`src/hdl/sms_pkg.sv`:
```
`timescale 1ns / 1ps
// ----------------------------------------------------------------------------
// sms_pkg
// Shared types and constants for the switch matrix scanner.
// ----------------------------------------------------------------------------
package sms_pkg;

    localparam int ROWS_DEFAULT = 8;
    localparam int COLS_DEFAULT = 8;
    localparam int ROW_IDX_W    = 3;
    localparam int COL_W        = 8;
    localparam int TICK_W       = 16;
    localparam int CNT_W        = 4;
    localparam int CFG_IDX_W    = 2;
    localparam int CFG_DATA_W   = 16;

    localparam logic [TICK_W-1:0] SETTLE_RESET  = 16'd5;
    localparam logic [TICK_W-1:0] HOLD_RESET    = 16'd10;
    localparam logic [CNT_W-1:0]  SAMPLES_RESET = 4'd5;

    typedef enum logic [CFG_IDX_W-1:0] {
        CFG_SETTLE  = 2'd0,
        CFG_HOLD    = 2'd1,
        CFG_SAMPLES = 2'd2
    } cfg_reg_t;

    typedef enum logic [1:0] {
        PH_SETTLE = 2'd0,
        PH_SAMPLE = 2'd1,
        PH_HOLD   = 2'd2
    } phase_t;

    typedef struct packed {
        logic [TICK_W-1:0] settle_ticks;
        logic [TICK_W-1:0] hold_ticks;
        logic [CNT_W-1:0]  vote_samples;
    } cfg_t;

    // What one tick of the sequencer hands to the frame store.
    typedef struct packed {
        logic                 finish;
        logic [ROW_IDX_W-1:0] row;
        logic [COL_W-1:0]     bits;
    } step_t;

endpackage

```
`src/hdl/sms_sequencer.sv`:
```
`timescale 1ns / 1ps
// ----------------------------------------------------------------------------
// sms_sequencer
// Row sequencer: settle, sample and hold phases, per-column high counters
// and the majority vote for the row that finishes.
// ----------------------------------------------------------------------------
module sms_sequencer #(
    parameter int ROWS = sms_pkg::ROWS_DEFAULT,
    parameter int COLS = sms_pkg::COLS_DEFAULT
) (
    input  logic                         clk,
    input  logic                         rst_n,
    input  logic                         accept,
    input  logic [sms_pkg::COL_W-1:0]    col_levels,
    input  sms_pkg::cfg_t                cfg,
    output sms_pkg::step_t               step
);

    localparam int ROW_W = $clog2(ROWS);
    localparam int CW    = sms_pkg::CNT_W;

    logic [ROW_W-1:0]              row_reg, row_next;
    sms_pkg::phase_t               phase_reg, phase_next;
    logic [sms_pkg::TICK_W-1:0]    timer_reg, timer_next;
    logic [CW-1:0]                 samples_reg, samples_next;
    logic [COLS-1:0][CW-1:0]       counts_reg, counts_next;
    logic [COLS-1:0][CW-1:0]       counts_upd;
    logic                          sampling;
    logic                          finish;
    logic [CW-1:0]                 target;
    logic [sms_pkg::COL_W-1:0]     vote_bits;

    assign target = (cfg.vote_samples == '0) ? CW'(1) : cfg.vote_samples;

    always_comb
    begin
        for (int c = 0; c < COLS; c++)
        begin
            counts_upd[c] = counts_reg[c] + CW'(col_levels[c]);
        end
    end

    // Next state for one tick.
    always_comb
    begin
        row_next     = row_reg;
        phase_next   = phase_reg;
        timer_next   = timer_reg;
        samples_next = samples_reg;
        counts_next  = counts_reg;
        sampling     = 1'b0;
        finish       = 1'b0;
        unique case (phase_reg)
            sms_pkg::PH_HOLD:
            begin
                if (timer_reg < cfg.hold_ticks)
                begin
                    timer_next = timer_reg + 1'b1;
                end
                if (timer_next >= cfg.hold_ticks)
                begin
                    finish = 1'b1;
                end
            end
            default:
            begin
                sampling = (phase_reg == sms_pkg::PH_SAMPLE);
                if (!sampling)
                begin
                    if (timer_reg < cfg.settle_ticks)
                    begin
                        timer_next = timer_reg + 1'b1;
                    end
                    else
                    begin
                        sampling   = 1'b1;
                        timer_next = '0;
                    end
                end
                if (sampling)
                begin
                    // Samples are still zero on the tick the settle phase ends.
                    phase_next   = sms_pkg::PH_SAMPLE;
                    counts_next  = counts_upd;
                    samples_next = samples_reg + 1'b1;
                    if (samples_next >= target)
                    begin
                        if (cfg.hold_ticks > cfg.settle_ticks)
                        begin
                            phase_next = sms_pkg::PH_HOLD;
                            timer_next = '0;
                        end
                        else
                        begin
                            finish = 1'b1;
                        end
                    end
                end
            end
        endcase
        if (finish)
        begin
            row_next     = (row_reg == ROW_W'(ROWS - 1)) ? '0 : row_reg + 1'b1;
            phase_next   = sms_pkg::PH_SETTLE;
            timer_next   = '0;
            samples_next = '0;
            counts_next  = '0;
        end
    end

    // Majority vote over the counts as they stand after this tick.
    always_comb
    begin
        vote_bits = '0;
        if (sampling)
        begin
            for (int c = 0; c < COLS; c++)
            begin
                vote_bits[c] = counts_upd[c] > (target >> 1);
            end
        end
        else
        begin
            for (int c = 0; c < COLS; c++)
            begin
                vote_bits[c] = counts_reg[c] > (target >> 1);
            end
        end
    end

    assign step.finish = finish;
    assign step.row    = sms_pkg::ROW_IDX_W'(row_reg);
    assign step.bits   = vote_bits;

    always_ff @(posedge clk or negedge rst_n)
    begin
        if (!rst_n)
        begin
            row_reg     <= '0;
            phase_reg   <= sms_pkg::PH_SETTLE;
            timer_reg   <= '0;
            samples_reg <= '0;
            counts_reg  <= '0;
        end
        else if (accept)
        begin
            row_reg     <= row_next;
            phase_reg   <= phase_next;
            timer_reg   <= timer_next;
            samples_reg <= samples_next;
            counts_reg  <= counts_next;
        end
    end

    // Counters are clear whenever a row is still settling.
    a_settle_counts_clear: assert property (@(posedge clk) disable iff (!rst_n)
        phase_reg == sms_pkg::PH_SETTLE |-> counts_reg == '0 && samples_reg == '0)
        else $error("counters not clear in settle phase");

    a_finish_restarts: assert property (@(posedge clk) disable iff (!rst_n)
        accept && finish |=> phase_reg == sms_pkg::PH_SETTLE && timer_reg == '0)
        else $error("finished row did not restart in settle phase");

    a_row_advances: assert property (@(posedge clk) disable iff (!rst_n)
        accept && finish |=> row_reg != $past(row_reg))
        else $error("scan row did not advance after a finished row");

    a_row_holds: assert property (@(posedge clk) disable iff (!rst_n)
        accept && !finish |=> row_reg == $past(row_reg))
        else $error("scan row moved without a finished row");

endmodule

```
`src/hdl/sms_frame.sv`:
```
`timescale 1ns / 1ps
// ----------------------------------------------------------------------------
// sms_frame
// Frame store and result register: stores changed rows and presents one
// result beat per accepted tick.
// ----------------------------------------------------------------------------
module sms_frame #(
    parameter int ROWS = sms_pkg::ROWS_DEFAULT
) (
    input  logic                            clk,
    input  logic                            rst_n,
    input  logic                            accept,
    input  sms_pkg::step_t                  step,
    input  logic                            out_stall,
    output logic                            out_valid,
    output logic [sms_pkg::ROW_IDX_W-1:0]   row_index,
    output logic                            frame_changed,
    output logic [sms_pkg::ROW_IDX_W-1:0]   changed_row,
    output logic [8*sms_pkg::COL_W-1:0]     frame,
    output logic                            frame_complete
);

    localparam int ROW_W = $clog2(ROWS);
    localparam int CW    = sms_pkg::COL_W;

    logic [ROWS-1:0][CW-1:0]            store_reg;
    logic                               valid_reg;
    logic [sms_pkg::ROW_IDX_W-1:0]      row_index_reg;
    logic                               changed_reg;
    logic [sms_pkg::ROW_IDX_W-1:0]      changed_row_reg;
    logic                               complete_reg;
    logic [ROW_W-1:0]                   widx;
    logic                               differs;
    logic                               last_row;

    assign widx     = step.row[ROW_W-1:0];
    assign differs  = step.finish && (store_reg[widx] != step.bits);
    assign last_row = step.finish && (widx == ROW_W'(ROWS - 1));

    // The store only moves on an accepted tick, so it matches the held beat.
    always_comb
    begin
        frame = '0;
        for (int r = 0; r < ROWS; r++)
        begin
            frame[CW*r +: CW] = store_reg[r];
        end
    end

    always_ff @(posedge clk or negedge rst_n)
    begin
        if (!rst_n)
        begin
            store_reg <= '0;
            valid_reg <= 1'b0;
        end
        else
        begin
            if (accept)
            begin
                valid_reg <= 1'b1;
                if (differs)
                begin
                    store_reg[widx] <= step.bits;
                end
            end
            else if (!out_stall)
            begin
                valid_reg <= 1'b0;
            end
        end
    end

    always_ff @(posedge clk)
    begin
        if (accept)
        begin
            row_index_reg   <= step.row;
            changed_reg     <= differs;
            changed_row_reg <= differs ? step.row : '0;
            complete_reg    <= last_row;
        end
    end

    assign out_valid      = valid_reg;
    assign row_index      = row_index_reg;
    assign frame_changed  = changed_reg;
    assign changed_row    = changed_row_reg;
    assign frame_complete = complete_reg;

    a_no_overwrite: assert property (@(posedge clk) disable iff (!rst_n)
        valid_reg && out_stall |-> !accept)
        else $error("tick accepted while a result beat was stalled");

    a_change_stored: assert property (@(posedge clk) disable iff (!rst_n)
        accept && differs |=> store_reg[$past(widx)] == $past(step.bits))
        else $error("changed row was not written to the frame store");

endmodule

```
`src/hdl/switch_matrix_scanner.sv`:
```
`timescale 1ns / 1ps
// ----------------------------------------------------------------------------
// switch_matrix_scanner
// Row-by-row scanner with majority debounce for an active-high switch matrix.
// ----------------------------------------------------------------------------
// One tick of column levels is taken on every clock in which the result
// register is free or being emptied; its beat appears in the next clock, so
// the scanner sustains one tick per clock unless the output stalls. The
// sequencer and the frame store both update in the accepting cycle; the result
// register is the only stage between input and output, and a stall on the
// output holds the input back in the same cycle. The frame store is flip-flops
// cleared by reset, with no clearing pass. Config writes are always ready.
// ----------------------------------------------------------------------------
module switch_matrix_scanner #(
    parameter int ROWS = sms_pkg::ROWS_DEFAULT,
    parameter int COLS = sms_pkg::COLS_DEFAULT
) (
    input  logic                              clk,
    input  logic                              rst_n,
    input  logic                              cfg_valid,
    output logic                              cfg_ready,
    input  logic [sms_pkg::CFG_IDX_W-1:0]     cfg_index,
    input  logic [sms_pkg::CFG_DATA_W-1:0]    cfg_data,
    input  logic                              in_valid,
    output logic                              in_stall,
    input  logic [sms_pkg::COL_W-1:0]         col_levels,
    output logic                              out_valid,
    input  logic                              out_stall,
    output logic [sms_pkg::ROW_IDX_W-1:0]     row_index,
    output logic                              row_active,
    output logic                              frame_changed,
    output logic [sms_pkg::ROW_IDX_W-1:0]     changed_row,
    output logic [8*sms_pkg::COL_W-1:0]       frame,
    output logic                              frame_complete
);

    sms_pkg::cfg_t   cfg_reg;
    sms_pkg::step_t  step;
    logic            accept;

    assign cfg_ready  = 1'b1;
    assign in_stall   = out_valid && out_stall;
    assign accept     = in_valid && !in_stall;
    assign row_active = 1'b1;

    always_ff @(posedge clk or negedge rst_n)
    begin
        if (!rst_n)
        begin
            cfg_reg.settle_ticks <= sms_pkg::SETTLE_RESET;
            cfg_reg.hold_ticks   <= sms_pkg::HOLD_RESET;
            cfg_reg.vote_samples <= sms_pkg::SAMPLES_RESET;
        end
        else if (cfg_valid && cfg_ready)
        begin
            unique case (cfg_index)
                sms_pkg::CFG_SETTLE:  cfg_reg.settle_ticks <= cfg_data;
                sms_pkg::CFG_HOLD:    cfg_reg.hold_ticks   <= cfg_data;
                sms_pkg::CFG_SAMPLES: cfg_reg.vote_samples <= cfg_data[sms_pkg::CNT_W-1:0];
                default:              cfg_reg <= cfg_reg;
            endcase
        end
    end

    sms_sequencer #(
        .ROWS (ROWS),
        .COLS (COLS)
    ) u_sequencer (
        .clk        (clk),
        .rst_n      (rst_n),
        .accept     (accept),
        .col_levels (col_levels),
        .cfg        (cfg_reg),
        .step       (step)
    );

    sms_frame #(
        .ROWS (ROWS)
    ) u_frame (
        .clk            (clk),
        .rst_n          (rst_n),
        .accept         (accept),
        .step           (step),
        .out_stall      (out_stall),
        .out_valid      (out_valid),
        .row_index      (row_index),
        .frame_changed  (frame_changed),
        .changed_row    (changed_row),
        .frame          (frame),
        .frame_complete (frame_complete)
    );

endmodule

```
`config.mk`:
```
export PLATFORM = sky130hd
export DESIGN_NAME = switch_matrix_scanner
export DESIGN_NICKNAME = d
export VERILOG_FILES = /design/src/hdl/sms_pkg.sv /design/src/hdl/sms_sequencer.sv /design/src/hdl/sms_frame.sv /design/src/hdl/switch_matrix_scanner.sv
export SDC_FILE = /design/constraint.sdc
export NUM_CORES = 1
export LEC_CHECK = 0
export BUFFER_PORTS_ARGS = -buffer_cell sky130_fd_sc_hd__buf_2
export CORE_MARGIN = 3
export CORE_UTILIZATION = 30
export DETAILED_ROUTE_END_ITERATION = 7
export GPL_TIMING_DRIVEN = 0
export PLACE_DENSITY = 0.49
export SLEW_MARGIN = 20
export SYNTH_ARGS = -nofsm -noshare
export SYNTH_HDL_FRONTEND = slang
export SYNTH_HIERARCHICAL = 1
export SYNTH_SLANG_ARGS = --single-unit
```
`constraint.sdc`:
```
create_clock -name clk -period 7.9 [get_ports clk]
set_input_delay 1.58 -clock clk [delete_from_list [all_inputs] [get_ports clk]]
set_output_delay 1.58 -clock clk [all_outputs]
set_load 0.01 [all_outputs]
```
==> summary.md <==
| Metric | Value |
|---|---|
| Status | `finished, final reports clean` |
| Residual DRC | `0` |
| Largest stage delay on the critical path | `0.68 ns` |
| Register Area | `4202 µm²` |
| Final Max Tran Viols | `0` |
| Total track usage | `0.1576` |
| Pre-Repair DR Iteration Count | `5` |
| Avg Cell Area, Syn | `10.76 µm²` |
| Tot Pwr | `0.004768 W` |
| Root Buffer | `clkbuf_16` |
| Yosys top cell by area | `dfrtp_1` |
| Cell area after layout | `13430 µm²` |
| Multi-input gate area | `6907 µm²` |
| Clock Latency Late Sink | `0.44 ns` |
| ANT nets after route | `0` |
| Post-synthesis cell type count | `84` |
| Synth Flop Type | `dfrtp_1` |
| Wire per inst | `18.59 µm` |
| Layout cells sized above 1 | `0.2596` |
| Critical path's top delay family | `compound AO/OA/AOI/OAI gates` |
| Sequential cell area fraction in the yosys report | `0.3612` |
| Top area cells in the synthesized netlist | `dfrtp_1, ha_1, mux2_4, mux2_2, a21oi_1` |
| Max-Cap Viols | `0` |
| Overflow after GRT | `0` |
| TNS Setup | `0 ns` |
| PortBufs | `104` |
| Count of final setup violators | `0` |
| Routability Congestion | `0.8279` |
| Final Cycle Share | `0.8646` |
| Core Rows | `71` |
| CORE AREA | `37930 µm²` |
| Die Y | `202.9 µm` |
| IO Pins | `107` |
| Post-synth ARST share | `0.9518` |
| FMAX | `0.1464 GHz` |
| Initial antenna violation count | `0` |
| Syn-to-layout area delta | `15.49%` |
| Critical path arrival | `7.15 ns` |
| Critical Path Most Common Cell | `clkbuf_1` |
| Critical Path RT | `8.22 ns` |
| Htree depth | `4` |
| Diodes inserted | `0` |
| Placed Area | `12880 µm²` |
| Leakage | `6.541 nW` |
| Cts hold-fix bufs | `0` |
| Yosys warns | `6` |
| Die width | `202.9 µm` |
| Buf/Inv on CP | `5` |
| DPL Wire Length | `23730 µm` |
| Clock skew | `0.01266 ns` |
| TritonCTS Buffers | `17` |
| Mapped Cells | `1081` |
| CP Class | `flip-flop to flip-flop` |
| TritonCTS clock tree | `done` |
| Share of the synthesized area in the top cell type | `0.3270` |
| Starting density of the core | `0.3066` |
| HP Class | `flip-flop to flip-flop` |
| Finished Core Util | `0.3541` |
| CTS Buffer Depth | `2` |
| Final nets | `1373` |
| Worst path slowest cell | `clkbuf_1` |
| Final Hold Viols | `0` |
| Reg clk slew, reported paths | `0.07 ns` |
| PD cells | `355.0 nW/µm²` |
| DIE AREA | `41170 µm²` |
| Most common cell after layout, fill and taps aside | `dfrtp_1` |
| Post-Route WL | `32200 µm` |
| Kind of end point of the critical path | `flip-flop` |
| Slew Limit Headroom | `0.3631` |
| RSZ-0062 raised after global routing | `no` |
| Crit path cell chain | `ha_1, a211oi_1, o21ai_0, o2111a_1, nor3_2, clkbuf_1, nand2_1, xnor2_1, ha_1, a21oi_1, o21a_1, a21oi_1, o21a_1, o221ai_1, inv_2, clkbuf_1, buf_4, clkbuf_1, and2_1, nand3_1, a21oi_4, mux2_4` |
| Via/cell ratio | `5.047` |
| Synthesized area | `11630 µm²` |
| CP Launch Type | `flip-flop` |
| Worst-Margin Slew | `0.9472 ns` |
| Largest fanout on the critical path | `10` |
| Vias in the first global route | `8853` |
| Count of state elements after synthesis | `166` |
| Min Clock Period, post-route | `6.831 ns` |
| Largest net degree at the start of global routing | `76` |
| Max reg flops | `64` |
| # fillers | `3832` |
| # clock sinks | `166` |
| Post-CTS Resized | `0` |
| Post-CTS Repair Setup Buffers | `0` |
| Most frequent cells in the layout | `dfrtp_1, ha_1, buf_2` |
| First-pass GRT wire length | `51520 µm` |
| Peak supply drop | `0.1754 mV` |
| EDFF count, synth | `8` |
| Vias post-DR | `8741` |
| 1st-iter DRT viols | `522` |
-- power by group --
part           switching, W  total, W  internal (W)
Sequential         0.000232   0.00131       0.00108
Clock              0.000388  0.000799      0.000411
Combinational       0.00157   0.00266       0.00109
-- cell usage after synthesis, types with 12 or more instances --
master and number:
dfrtp_1 152, ha_1 134, inv_1 76, nand2_1 65, mux2_4 64, a21oi_1 63
mux2_2 39, nor2_1 29, o21ai_0 29, a31oi_1 27, a21o_1 26, mux2i_1 21
nor2b_1 21, o22ai_1 19, and3_1 18, nand3_1 18, clkbuf_1 17, nor3_1 16
xnor2_1 16, a22o_1 14, o211ai_1 13, o21a_1 13, xor2_1 13, nand4_1 12
or2_2 12
-- path summary, 6_finish.rpt --
| path | startpoint | endpoint | slack [ns] | cells past startpoint |
|---|---|---|---|---|
| setup reg to reg | u_sequencer/timer_reg[9] | u_frame/frame[29] | 1.07 | 22 |
| min in group asynchronous | rst_n | cfg_reg[21] | 0.99 | 1 |
| hold reg to reg | u_frame/out_valid | u_frame/out_valid | 0.49 | 1 |
| max in group asynchronous | rst_n | u_frame/frame[4] | 5.94 | 3 |
| setup / recovery | u_sequencer/timer_reg[9] | u_frame/frame[29] | 1.07 | 22 |
| hold / removal | u_frame/out_valid | u_frame/out_valid | 0.49 | 1 |
-- area by class of cell --
cell class,instances,area share
plain buffers,43,0.01788
clock buffers,18,0.03195
clock inverters,14,0.009408
inverters,77,0.02152
multi-input cells,796,0.5142
flip-flops and latches,166,0.3128
well taps,511,0.04760
repair buffers,107,0.04471
-- kinds of logic after synthesis --
group,after synthesis,synth area share
mux,130,0.1494
buf+inv,120,0.04550
xor+xnor,31,0.02463
fa+ha+maj,134,0.1441
compound gates,263,0.1624
simple gates,236,0.1123
other cells,1,0.0003224
flops,166,0.3612
-- through the flow --
step	hold WS (ns)	setup slack (ns)	std cells
finish	0.4930	1.069	1732
global route	0.5139	0.5857	1732
CTS	0.5006	1.092	1732
detailed placement	0.4841	1.132	1700
global placement	0.4716	1.127	1697
floorplan	0.4605	2.899	1082
-- layer usage --
metal	GRT usage	vias to the layer above	wire (µm)	part of all wire
met1	0.2241	4361	16160	0.50
met2	0.2561	131	14980	0.47
met5	0	-	0	0
met3	0.02181	14	816	0.025
met4	0.03341	0	243	0.0075
li1	-	4235	-	-
Note: power is estimated with default switching activity, not from simulation.
